<file path="config.mk">
export PLATFORM = sky130hd
export DESIGN_NAME = line_position_error_tracker
export DESIGN_NICKNAME = d
export VERILOG_FILES = /design/src/hw/rtl/lpet_pkg.sv /design/src/hw/rtl/line_position_error_tracker.sv
export SDC_FILE = /design/constraint.sdc
export NUM_CORES = 1
export LEC_CHECK = 0
export BUFFER_PORTS_ARGS = -buffer_cell sky130_fd_sc_hd__buf_2
export CORE_MARGIN = 1.5
export CORE_UTILIZATION = 60
export CTS_CLUSTER_SIZE = 20
export DETAILED_ROUTE_END_ITERATION = 12
export PLACE_DENSITY = 0.78
export SLEW_MARGIN = 20
export SYNTH_ARGS = -nofsm -noshare
export SYNTH_HDL_FRONTEND = slang
export SYNTH_SLANG_ARGS = --single-unit
</file>
<file path="constraint.sdc">
create_clock -name i_clk -period 25.8 [get_ports i_clk]
set_input_delay 5.16 -clock i_clk [delete_from_list [all_inputs] [get_ports i_clk]]
set_output_delay 5.16 -clock i_clk [all_outputs]
set_load 0.1 [all_outputs]
</file>
<file path="src/hw/rtl/lpet_pkg.sv">
// ----------------------------------------------------------------------------
// lpet_pkg
// Shared widths, register indexes and sequencer types for the line position
// error tracker.
// ----------------------------------------------------------------------------
package lpet_pkg;

    // Field widths of the ports.
    localparam int SENSOR_W   = 5;
    localparam int ERR_W      = 11;
    localparam int CNT_W      = 8;
    localparam int WGT_W      = 9;
    localparam int STEP_W     = 10;
    localparam int CFG_IDX_W  = 2;
    localparam int CFG_DATA_W = 10;

    // Default number of fraction bits of the error format.
    localparam int FRAC_BITS_DEF = 8;

    // Filter weight scale and output limits.
    localparam int WGT_SHIFT = 8;
    localparam logic [WGT_W-1:0] WGT_ONE = WGT_W'(256);
    localparam int ERR_MAX = 1023;
    localparam logic [CNT_W-1:0] CNT_MAX = {CNT_W{1'b1}};

    // Register reset values.
    localparam logic [WGT_W-1:0]  WGT_RESET  = WGT_W'(179);
    localparam logic [STEP_W-1:0] STEP_RESET = STEP_W'(154);
    localparam logic [STEP_W-1:0] CAP_RESET  = STEP_W'(640);

    // Configuration register indexes.
    localparam logic [CFG_IDX_W-1:0] CFG_SMOOTH_WEIGHT = 2'd0;
    localparam logic [CFG_IDX_W-1:0] CFG_LOST_STEP     = 2'd1;
    localparam logic [CFG_IDX_W-1:0] CFG_LOST_CAP      = 2'd2;

    // Sequencer states.
    typedef enum logic [1:0] {
        S_IDLE,
        S_SOURCE,
        S_DIFF,
        S_FILTER
    } t_state;

    // Operand selection of the shared multiplier.
    typedef enum logic [1:0] {
        MUL_STEP,
        MUL_RECIP,
        MUL_FILTER
    } t_mul_sel;

    // Control outputs of the sequencer.
    typedef struct packed {
        logic     in_ready;
        logic     out_load;
        t_mul_sel mul_sel;
    } t_ctrl;

endpackage

</file>
<file path="src/hw/rtl/line_position_error_tracker.sv">
// ----------------------------------------------------------------------------
// line_position_error_tracker
// Turns five active-low line sensor samples into a smoothed, signed fixed
// point line position error, with a growing substitute error while lost.
// ----------------------------------------------------------------------------
// Usage:
//   Input channel: i_in_valid / o_in_ready carry one 5-bit sensor sample per
//   transfer. Output channel: o_out_valid / i_out_ready carry one result per
//   sample: the smoothed error, a lost flag and the lost sample count.
//   Configuration: i_cfg_we writes i_cfg_data into the register at i_cfg_idx
//   (0 smoothing weight, 1 lost step, 2 lost cap) in the same cycle.
//   Timing: a sample passes the source, difference and filter steps in turn.
//   One shared multiplier serves two steps (substitute magnitude or centroid
//   reciprocal, then the filter), with the difference step between them to
//   form the filter difference. The result is loaded into the output register
//   as the filter step ends; no new sample is taken before the tracker is idle.
//   Stall: the result sits in an output register; a finished sample waits in
//   the filter step until that register is free, and no new sample is taken
//   meanwhile.
//   Reset: the registers return to their defaults, the filter, the lost count
//   and the sign memory clear, and the output valid drops.
// ----------------------------------------------------------------------------
module line_position_error_tracker #(
    parameter int FRAC_BITS = lpet_pkg::FRAC_BITS_DEF
) (
    input  logic                               i_clk,
    input  logic                               i_rst_n,
    input  logic                               i_in_valid,
    output logic                               o_in_ready,
    input  logic [lpet_pkg::SENSOR_W-1:0]      i_sensor_levels,
    output logic                               o_out_valid,
    input  logic                               i_out_ready,
    output logic signed [lpet_pkg::ERR_W-1:0]  o_smoothed_error,
    output logic                               o_line_lost,
    output logic [lpet_pkg::CNT_W-1:0]         o_lost_samples,
    input  logic                               i_cfg_we,
    input  logic [lpet_pkg::CFG_IDX_W-1:0]     i_cfg_idx,
    input  logic [lpet_pkg::CFG_DATA_W-1:0]    i_cfg_data
);
    import lpet_pkg::*;

    // Used error width, difference width and multiplier operand widths.
    localparam int UW    = (FRAC_BITS + 3 > ERR_W) ? FRAC_BITS + 3 : ERR_W;
    localparam int DW    = UW + 1;
    localparam int AW    = DW;
    localparam int R_SH  = FRAC_BITS + 5;
    localparam int BW    = FRAC_BITS + 7;
    localparam int PW    = AW + BW;

    // Rounded-up reciprocals of the active counts, scaled by 2^R_SH.
    localparam longint ONE_R = longint'(1) << R_SH;
    localparam logic [BW-1:0] RECIP_1 = BW'(ONE_R);
    localparam logic [BW-1:0] RECIP_2 = BW'((ONE_R + 1) / 2);
    localparam logic [BW-1:0] RECIP_3 = BW'((ONE_R + 2) / 3);
    localparam logic [BW-1:0] RECIP_4 = BW'((ONE_R + 3) / 4);
    localparam logic [BW-1:0] RECIP_5 = BW'((ONE_R + 4) / 5);

    // Registers.
    t_state                    r_state, n_state;
    logic [WGT_W-1:0]          r_weight;
    logic [STEP_W-1:0]         r_step;
    logic [STEP_W-1:0]         r_cap;
    logic                      r_lpos;
    logic [CNT_W-1:0]          r_cnt;
    logic signed [ERR_W-1:0]   r_filt;
    logic                      r_lost;
    logic                      r_neg;
    logic [1:0]                r_wmag;
    logic [2:0]                r_count;
    logic signed [UW-1:0]      r_used;
    logic signed [DW-1:0]      r_diff;
    logic                      r_out_valid;
    logic signed [ERR_W-1:0]   r_o_err;
    logic                      r_o_lost;
    logic [CNT_W-1:0]          r_o_samples;

    t_ctrl                     ctrl;
    logic                      accept;

    // Sample decode: active sensors, count and weighted sum as sign and size.
    logic [SENSOR_W-1:0]       active;
    logic [2:0]                count;
    logic [1:0]                pos_w, neg_w, wmag;
    logic                      lost_now;

    assign active   = ~i_sensor_levels;
    assign count    = 3'(active[0]) + 3'(active[1]) + 3'(active[2])
                    + 3'(active[3]) + 3'(active[4]);
    assign pos_w    = {active[4], active[3]};
    assign neg_w    = {active[0], active[1]};
    assign wmag     = (pos_w > neg_w) ? pos_w - neg_w : neg_w - pos_w;
    assign lost_now = (active == '0);
    assign accept   = i_in_valid && ctrl.in_ready;

    // Shared multiplier with operand selection.
    logic signed [AW-1:0]      mul_a;
    logic signed [BW-1:0]      mul_b;
    logic signed [PW-1:0]      mul_p;
    logic [BW-1:0]             recip;
    logic [WGT_W-1:0]          w_eff;

    always_comb begin
        case (r_count)
            3'd2:    recip = RECIP_2;
            3'd3:    recip = RECIP_3;
            3'd4:    recip = RECIP_4;
            3'd5:    recip = RECIP_5;
            default: recip = RECIP_1;
        endcase
    end

    assign w_eff = (r_weight > WGT_ONE) ? WGT_ONE : r_weight;

    always_comb begin
        case (ctrl.mul_sel)
            MUL_STEP: begin
                mul_a = signed'(AW'(r_cnt));
                mul_b = signed'(BW'(r_step));
            end
            MUL_RECIP: begin
                mul_a = signed'(AW'(r_wmag)) <<< FRAC_BITS;
                mul_b = signed'(recip);
            end
            default: begin
                mul_a = r_diff;
                mul_b = signed'(BW'(w_eff));
            end
        endcase
    end

    assign mul_p = mul_a * mul_b;

    // Used error: capped substitute while lost, else the signed quotient.
    logic signed [PW-1:0]      cap_ext;
    logic [STEP_W-1:0]         sub_mag;
    logic signed [UW-1:0]      sub_abs;
    logic signed [PW-1:0]      quo;
    logic signed [UW-1:0]      quo_abs;
    logic signed [UW-1:0]      n_used;

    assign cap_ext = signed'(PW'(r_cap));
    assign sub_mag = (mul_p > cap_ext) ? r_cap : mul_p[STEP_W-1:0];
    assign sub_abs = signed'(UW'(sub_mag));
    assign quo     = mul_p >>> R_SH;
    assign quo_abs = quo[UW-1:0];

    always_comb begin
        if (r_lost) begin
            n_used = r_lpos ? sub_abs : -sub_abs;
        end else begin
            n_used = r_neg ? -quo_abs : quo_abs;
        end
    end

    // Filter: used + floor(w * (filtered - used) / 256), then saturation.
    logic signed [DW-1:0]      n_diff;
    logic signed [PW-1:0]      flt_sum;
    logic signed [PW-1:0]      err_hi;
    logic signed [ERR_W-1:0]   n_filt;

    assign n_diff  = DW'(r_filt) - DW'(r_used);
    assign flt_sum = (mul_p >>> WGT_SHIFT) + PW'(r_used);
    assign err_hi  = signed'(PW'(ERR_MAX));

    always_comb begin
        if (flt_sum > err_hi) begin
            n_filt = ERR_W'(ERR_MAX);
        end else if (flt_sum < -err_hi) begin
            n_filt = -(ERR_W'(ERR_MAX));
        end else begin
            n_filt = flt_sum[ERR_W-1:0];
        end
    end

    // Sequencer next state.
    always_comb begin
        n_state = r_state;
        unique case (r_state)
            S_IDLE:   if (accept) n_state = S_SOURCE;
            S_SOURCE: n_state = S_DIFF;
            S_DIFF:   n_state = S_FILTER;
            S_FILTER: if (!r_out_valid || i_out_ready) n_state = S_IDLE;
        endcase
    end

    // Sequencer outputs.
    always_comb begin
        ctrl = '{in_ready: 1'b0, out_load: 1'b0, mul_sel: MUL_FILTER};
        unique case (r_state)
            S_IDLE:   ctrl.in_ready = 1'b1;
            S_SOURCE: ctrl.mul_sel = r_lost ? MUL_STEP : MUL_RECIP;
            S_DIFF:   ctrl.mul_sel = MUL_FILTER;
            S_FILTER: ctrl.out_load = !r_out_valid || i_out_ready;
        endcase
    end

    // Control state, configuration and tracker state.
    always_ff @(posedge i_clk) begin
        if (!i_rst_n) begin
            r_state     <= S_IDLE;
            r_weight    <= WGT_RESET;
            r_step      <= STEP_RESET;
            r_cap       <= CAP_RESET;
            r_lpos      <= 1'b0;
            r_cnt       <= '0;
            r_filt      <= '0;
            r_out_valid <= 1'b0;
        end else begin
            r_state <= n_state;
            if (i_cfg_we) begin
                unique case (i_cfg_idx)
                    CFG_SMOOTH_WEIGHT: r_weight <= i_cfg_data[WGT_W-1:0];
                    CFG_LOST_STEP:     r_step   <= i_cfg_data[STEP_W-1:0];
                    CFG_LOST_CAP:      r_cap    <= i_cfg_data[STEP_W-1:0];
                    default:           ;
                endcase
            end
            if (accept) begin
                if (lost_now) begin
                    r_cnt <= (r_cnt == CNT_MAX) ? r_cnt : r_cnt + 1'b1;
                end else begin
                    r_cnt  <= '0;
                    r_lpos <= (pos_w > neg_w);
                end
            end
            if (ctrl.out_load) begin
                r_filt      <= n_filt;
                r_out_valid <= 1'b1;
            end else if (i_out_ready) begin
                r_out_valid <= 1'b0;
            end
        end
    end

    // Datapath registers without reset.
    always_ff @(posedge i_clk) begin
        if (accept) begin
            r_lost  <= lost_now;
            r_neg   <= (neg_w > pos_w);
            r_wmag  <= wmag;
            r_count <= count;
        end
        if (r_state == S_SOURCE) begin
            r_used <= n_used;
        end
        if (r_state == S_DIFF) begin
            r_diff <= n_diff;
        end
        if (ctrl.out_load) begin
            r_o_err     <= n_filt;
            r_o_lost    <= r_lost;
            r_o_samples <= r_cnt;
        end
    end

    assign o_in_ready       = ctrl.in_ready;
    assign o_out_valid      = r_out_valid;
    assign o_smoothed_error = r_o_err;
    assign o_line_lost      = r_o_lost;
    assign o_lost_samples   = r_o_samples;

    // A transfer in always starts the source step.
    a_accept_starts: assert property (@(posedge i_clk) disable iff (!i_rst_n)
        accept |=> (r_state == S_SOURCE))
        else $error("input transfer did not start the sequencer");

    // A new result only appears at the end of the filter step.
    a_result_from_filter: assert property (@(posedge i_clk) disable iff (!i_rst_n)
        $rose(r_out_valid) |-> ($past(r_state) == S_FILTER))
        else $error("result appeared outside the filter step");

    // The lost count is nonzero exactly when the line is lost.
    a_lost_count: assert property (@(posedge i_clk) disable iff (!i_rst_n)
        r_out_valid |-> (r_o_lost == (r_o_samples != '0)))
        else $error("lost flag and lost count disagree");

    // The smoothed error never leaves its saturation range.
    a_err_range: assert property (@(posedge i_clk) disable iff (!i_rst_n)
        r_out_valid |-> ((r_o_err <= ERR_W'(ERR_MAX)) && (r_o_err >= -(ERR_W'(ERR_MAX)))))
        else $error("smoothed error out of range");

endmodule

</file>
==> impl_metrics.yaml <==
placement:
  post_dp_cell_area_sq_mm: 0.0131
  numPortBuffers: 43
  globalplace.congestion: 0.964
  dp_hpwl_um: 25900
critical_path:
  cp_slowest_cell: "mux2i_1"
  crit_path_end_kind: "flip-flop"
  cp-start-kind: "flip-flop"
  required_ns: 25.99
  critPathMaxStageDelay_ns: 0.84
  worstSetupPathType: "reg2reg"
  cp.arrival_ns: 11.20
  cp_max_fo: 64
sta:
  rsz0062_at_grt: "false"
  finalSetupViolations: 0
  fin_crit_ns: 11.01
  tns_ns: 0
  hold_viol_final: 0
  relSlewSlack: 0.272
  timing.fmax_ghz: 0.0909
  min_period_over_period: 0.427
  slew_violations: 0
  worstMarginPinSlew_ns: 1.09
  skew_ns: 0.00720
synth:
  ys.flop_type: "dfxtp_1"
  synthAdderAreaFrac: 0.333
  syn_avg_cell_area_sq_um: 8.67
  synth_xor_area_frac: 0.0427
  ys_types: 80
  syn_area_sq_mm: 0.0125
  muxShareOfSynthArea: 0.0230
  synth_top_family_by_area: "adder cells"
  async_flop_share: 0
  synth.most_common_cell: "inv_1"
  synth_area_leaders: "fa_1, ha_1, edfxtp_1"
  ys_seq_area_frac: 0.203
  synth_seq_cells: 102
  synth-edff-count: 50
  synthSimpleGateAreaFrac: 0.170
  synth_cells: 1444
  yosys-top-cells-count: "inv_1, nand2_1, ha_1, fa_1, nor2_1"
  netlist.area_leader.share: 0.203
  yosys_warnings: 0
  synth_compound_gate_area_share: 0.141
  synth_top_area_cell: "fa_1"
die:
  top_level_ports: 44
  core_area_sq_mm: 0.0204
  num_rows: 52
  start_util: 0.615
  dieArea_sq_mm: 0.0217
  die_h_um: 147
  die_x_um: 147
cells_and_area:
  syn2layout_area_growth_pct: 7.00
  fin_area_sq_mm: 0.0134
  final_nets: 1775
  drive_above_1_share: 0.0633
  antenna_cells: 0
detailed_routing:
  ant_nets: 0
  vias: 10300
  first_iter_violations: 724
  via_per_inst: 5.81
  wirelength_um: 31400
  drc_errors: 0
  routedWlPerCell_um: 17.8
  drt-pass1-iter-count: 5
clock_network:
  clock_latency_ns: 0.35
  ctsRootBufferMaster: "clkbuf_16"
  cts.sinks: 102
  cts_tree: "yes"
  holdBufCountCts: 0
  cts_setup_buffers: 0
  clkSlewWorstSetupHoldPaths_ns: 0.07
  clockBufferDepth: 2
  cts_buffers: 9
  cts_max_level: 3
  cts_resized: 0
global_routing:
  overflow: 0
  grt_util_all_layers: 0.304
  grt_pass1_wl_um: 51900
  antenna_found_initial: 0
  grt_start_max_net_pins: 65
  grt_pass1_vias: 10400
min_path:
  min_path_type: "reg2reg"
flow_run:
  drv_cap: 0
status:
  status: "finished, final reports clean"
cells in the final DEF (no fill, tap or decap), types with 40 or more instances in the layout:
cell      synthesis  routed
edfxtp_1         50      50
ha_1            130     129
xnor2_1          40      40
a21oi_1          55      55
o21ai_0          51      50
inv_1           238     238
nand2_1         155     155
nor2_1           99      99
dfxtp_1          52      52
buf_2             1      43
fa_1            127     127
critical path, delay by kind of cell (launching register included):
| family | cells | cell delay, ns |
|---|---|---|
| adder cells (fa/ha/maj) | 9 | 3.82 |
| AND/OR/NAND/NOR | 12 | 3.12 |
| AO/OA/AOI/OAI | 7 | 1.27 |
| multiplexers | 2 | 1.15 |
| buffers and inverters | 6 | 0.84 |
| flip-flops | 1 | 0.34 |
| XOR/XNOR | 1 | 0.24 |
layer usage:
metal | GRT usage | vias to the layer above | share of wire
li1 | - | 4885 | -
met1 | 0.393 | 4997 | 0.42
met2 | 0.514 | 326 | 0.48
met3 | 0.0469 | 76 | 0.061
met4 | 0.123 | 0 | 0.041
met5 | 0 | - | 0
path summary, 6_finish.rpt:
kind | slack [ns] | cells past startpoint | start | endpoint
hold / removal | 0.48 | 2 | r_step[5]$_SDFFE_PN0P_ | r_step[5]$_SDFFE_PN0P_
setup / recovery | 14.79 | 37 | r_state[1]$_SDFFE_PN0P_ | r_used[6]$_DFFE_PN_
hold reg to reg | 0.48 | 2 | r_step[5]$_SDFFE_PN0P_ | r_step[5]$_SDFFE_PN0P_
setup reg to reg | 14.79 | 37 | r_state[1]$_SDFFE_PN0P_ | r_used[6]$_DFFE_PN_
flip-flops by register name (all words and copies together), names as in the netlist, 2 cells and up:
signal,count
o_lost_samples,8
r_diff,12
r_state,2
r_count,3
r_cap,10
r_cnt,8
r_used,11
o_smoothed_error,11
r_filt,11
r_wmag,2
r_weight,9
r_step,10
area by class of cell:
cell class / instances / area [sq um]
fillers: 1700 / 6970
repair buffers: 51 / 275
clock inverters: 6 / 57.6
clock buffers: 10 / 250
multi-input cells: 1092 / 9030
well taps: 270 / 338
flip-flops and latches: 102 / 2540
inverters: 240 / 901
cells by family (layout without fill, tap and decap cells):
| logic type | count (synthesis) | count (layout) |
|---|---|---|
| AOI/OAI and AO/OA | 264 | 264 |
| and+or+nand+nor | 446 | 446 |
| muxes | 28 | 28 |
| other | 2 | 36 |
| xor gates and xnor gates | 61 | 61 |
| buffers and inverters | 284 | 307 |
| DFF | 102 | 102 |
| adders and majority gates | 257 | 257 |
stage by stage:
step	util	instances	setup WS, ns	hold WS (ns)
detailed placement	0.643	1755	14.91	0.460
floorplan	-	1478	16.46	0.424
global placement	0.643	1755	15.11	0.445
global route	0.658	1771	14.07	0.512
finish	0.658	1771	14.79	0.481
CTS	0.658	1771	14.77	0.481
Power is not shown: default switching activity piles up to over one toggle a cycle in this logic, so the estimate is an artifact.
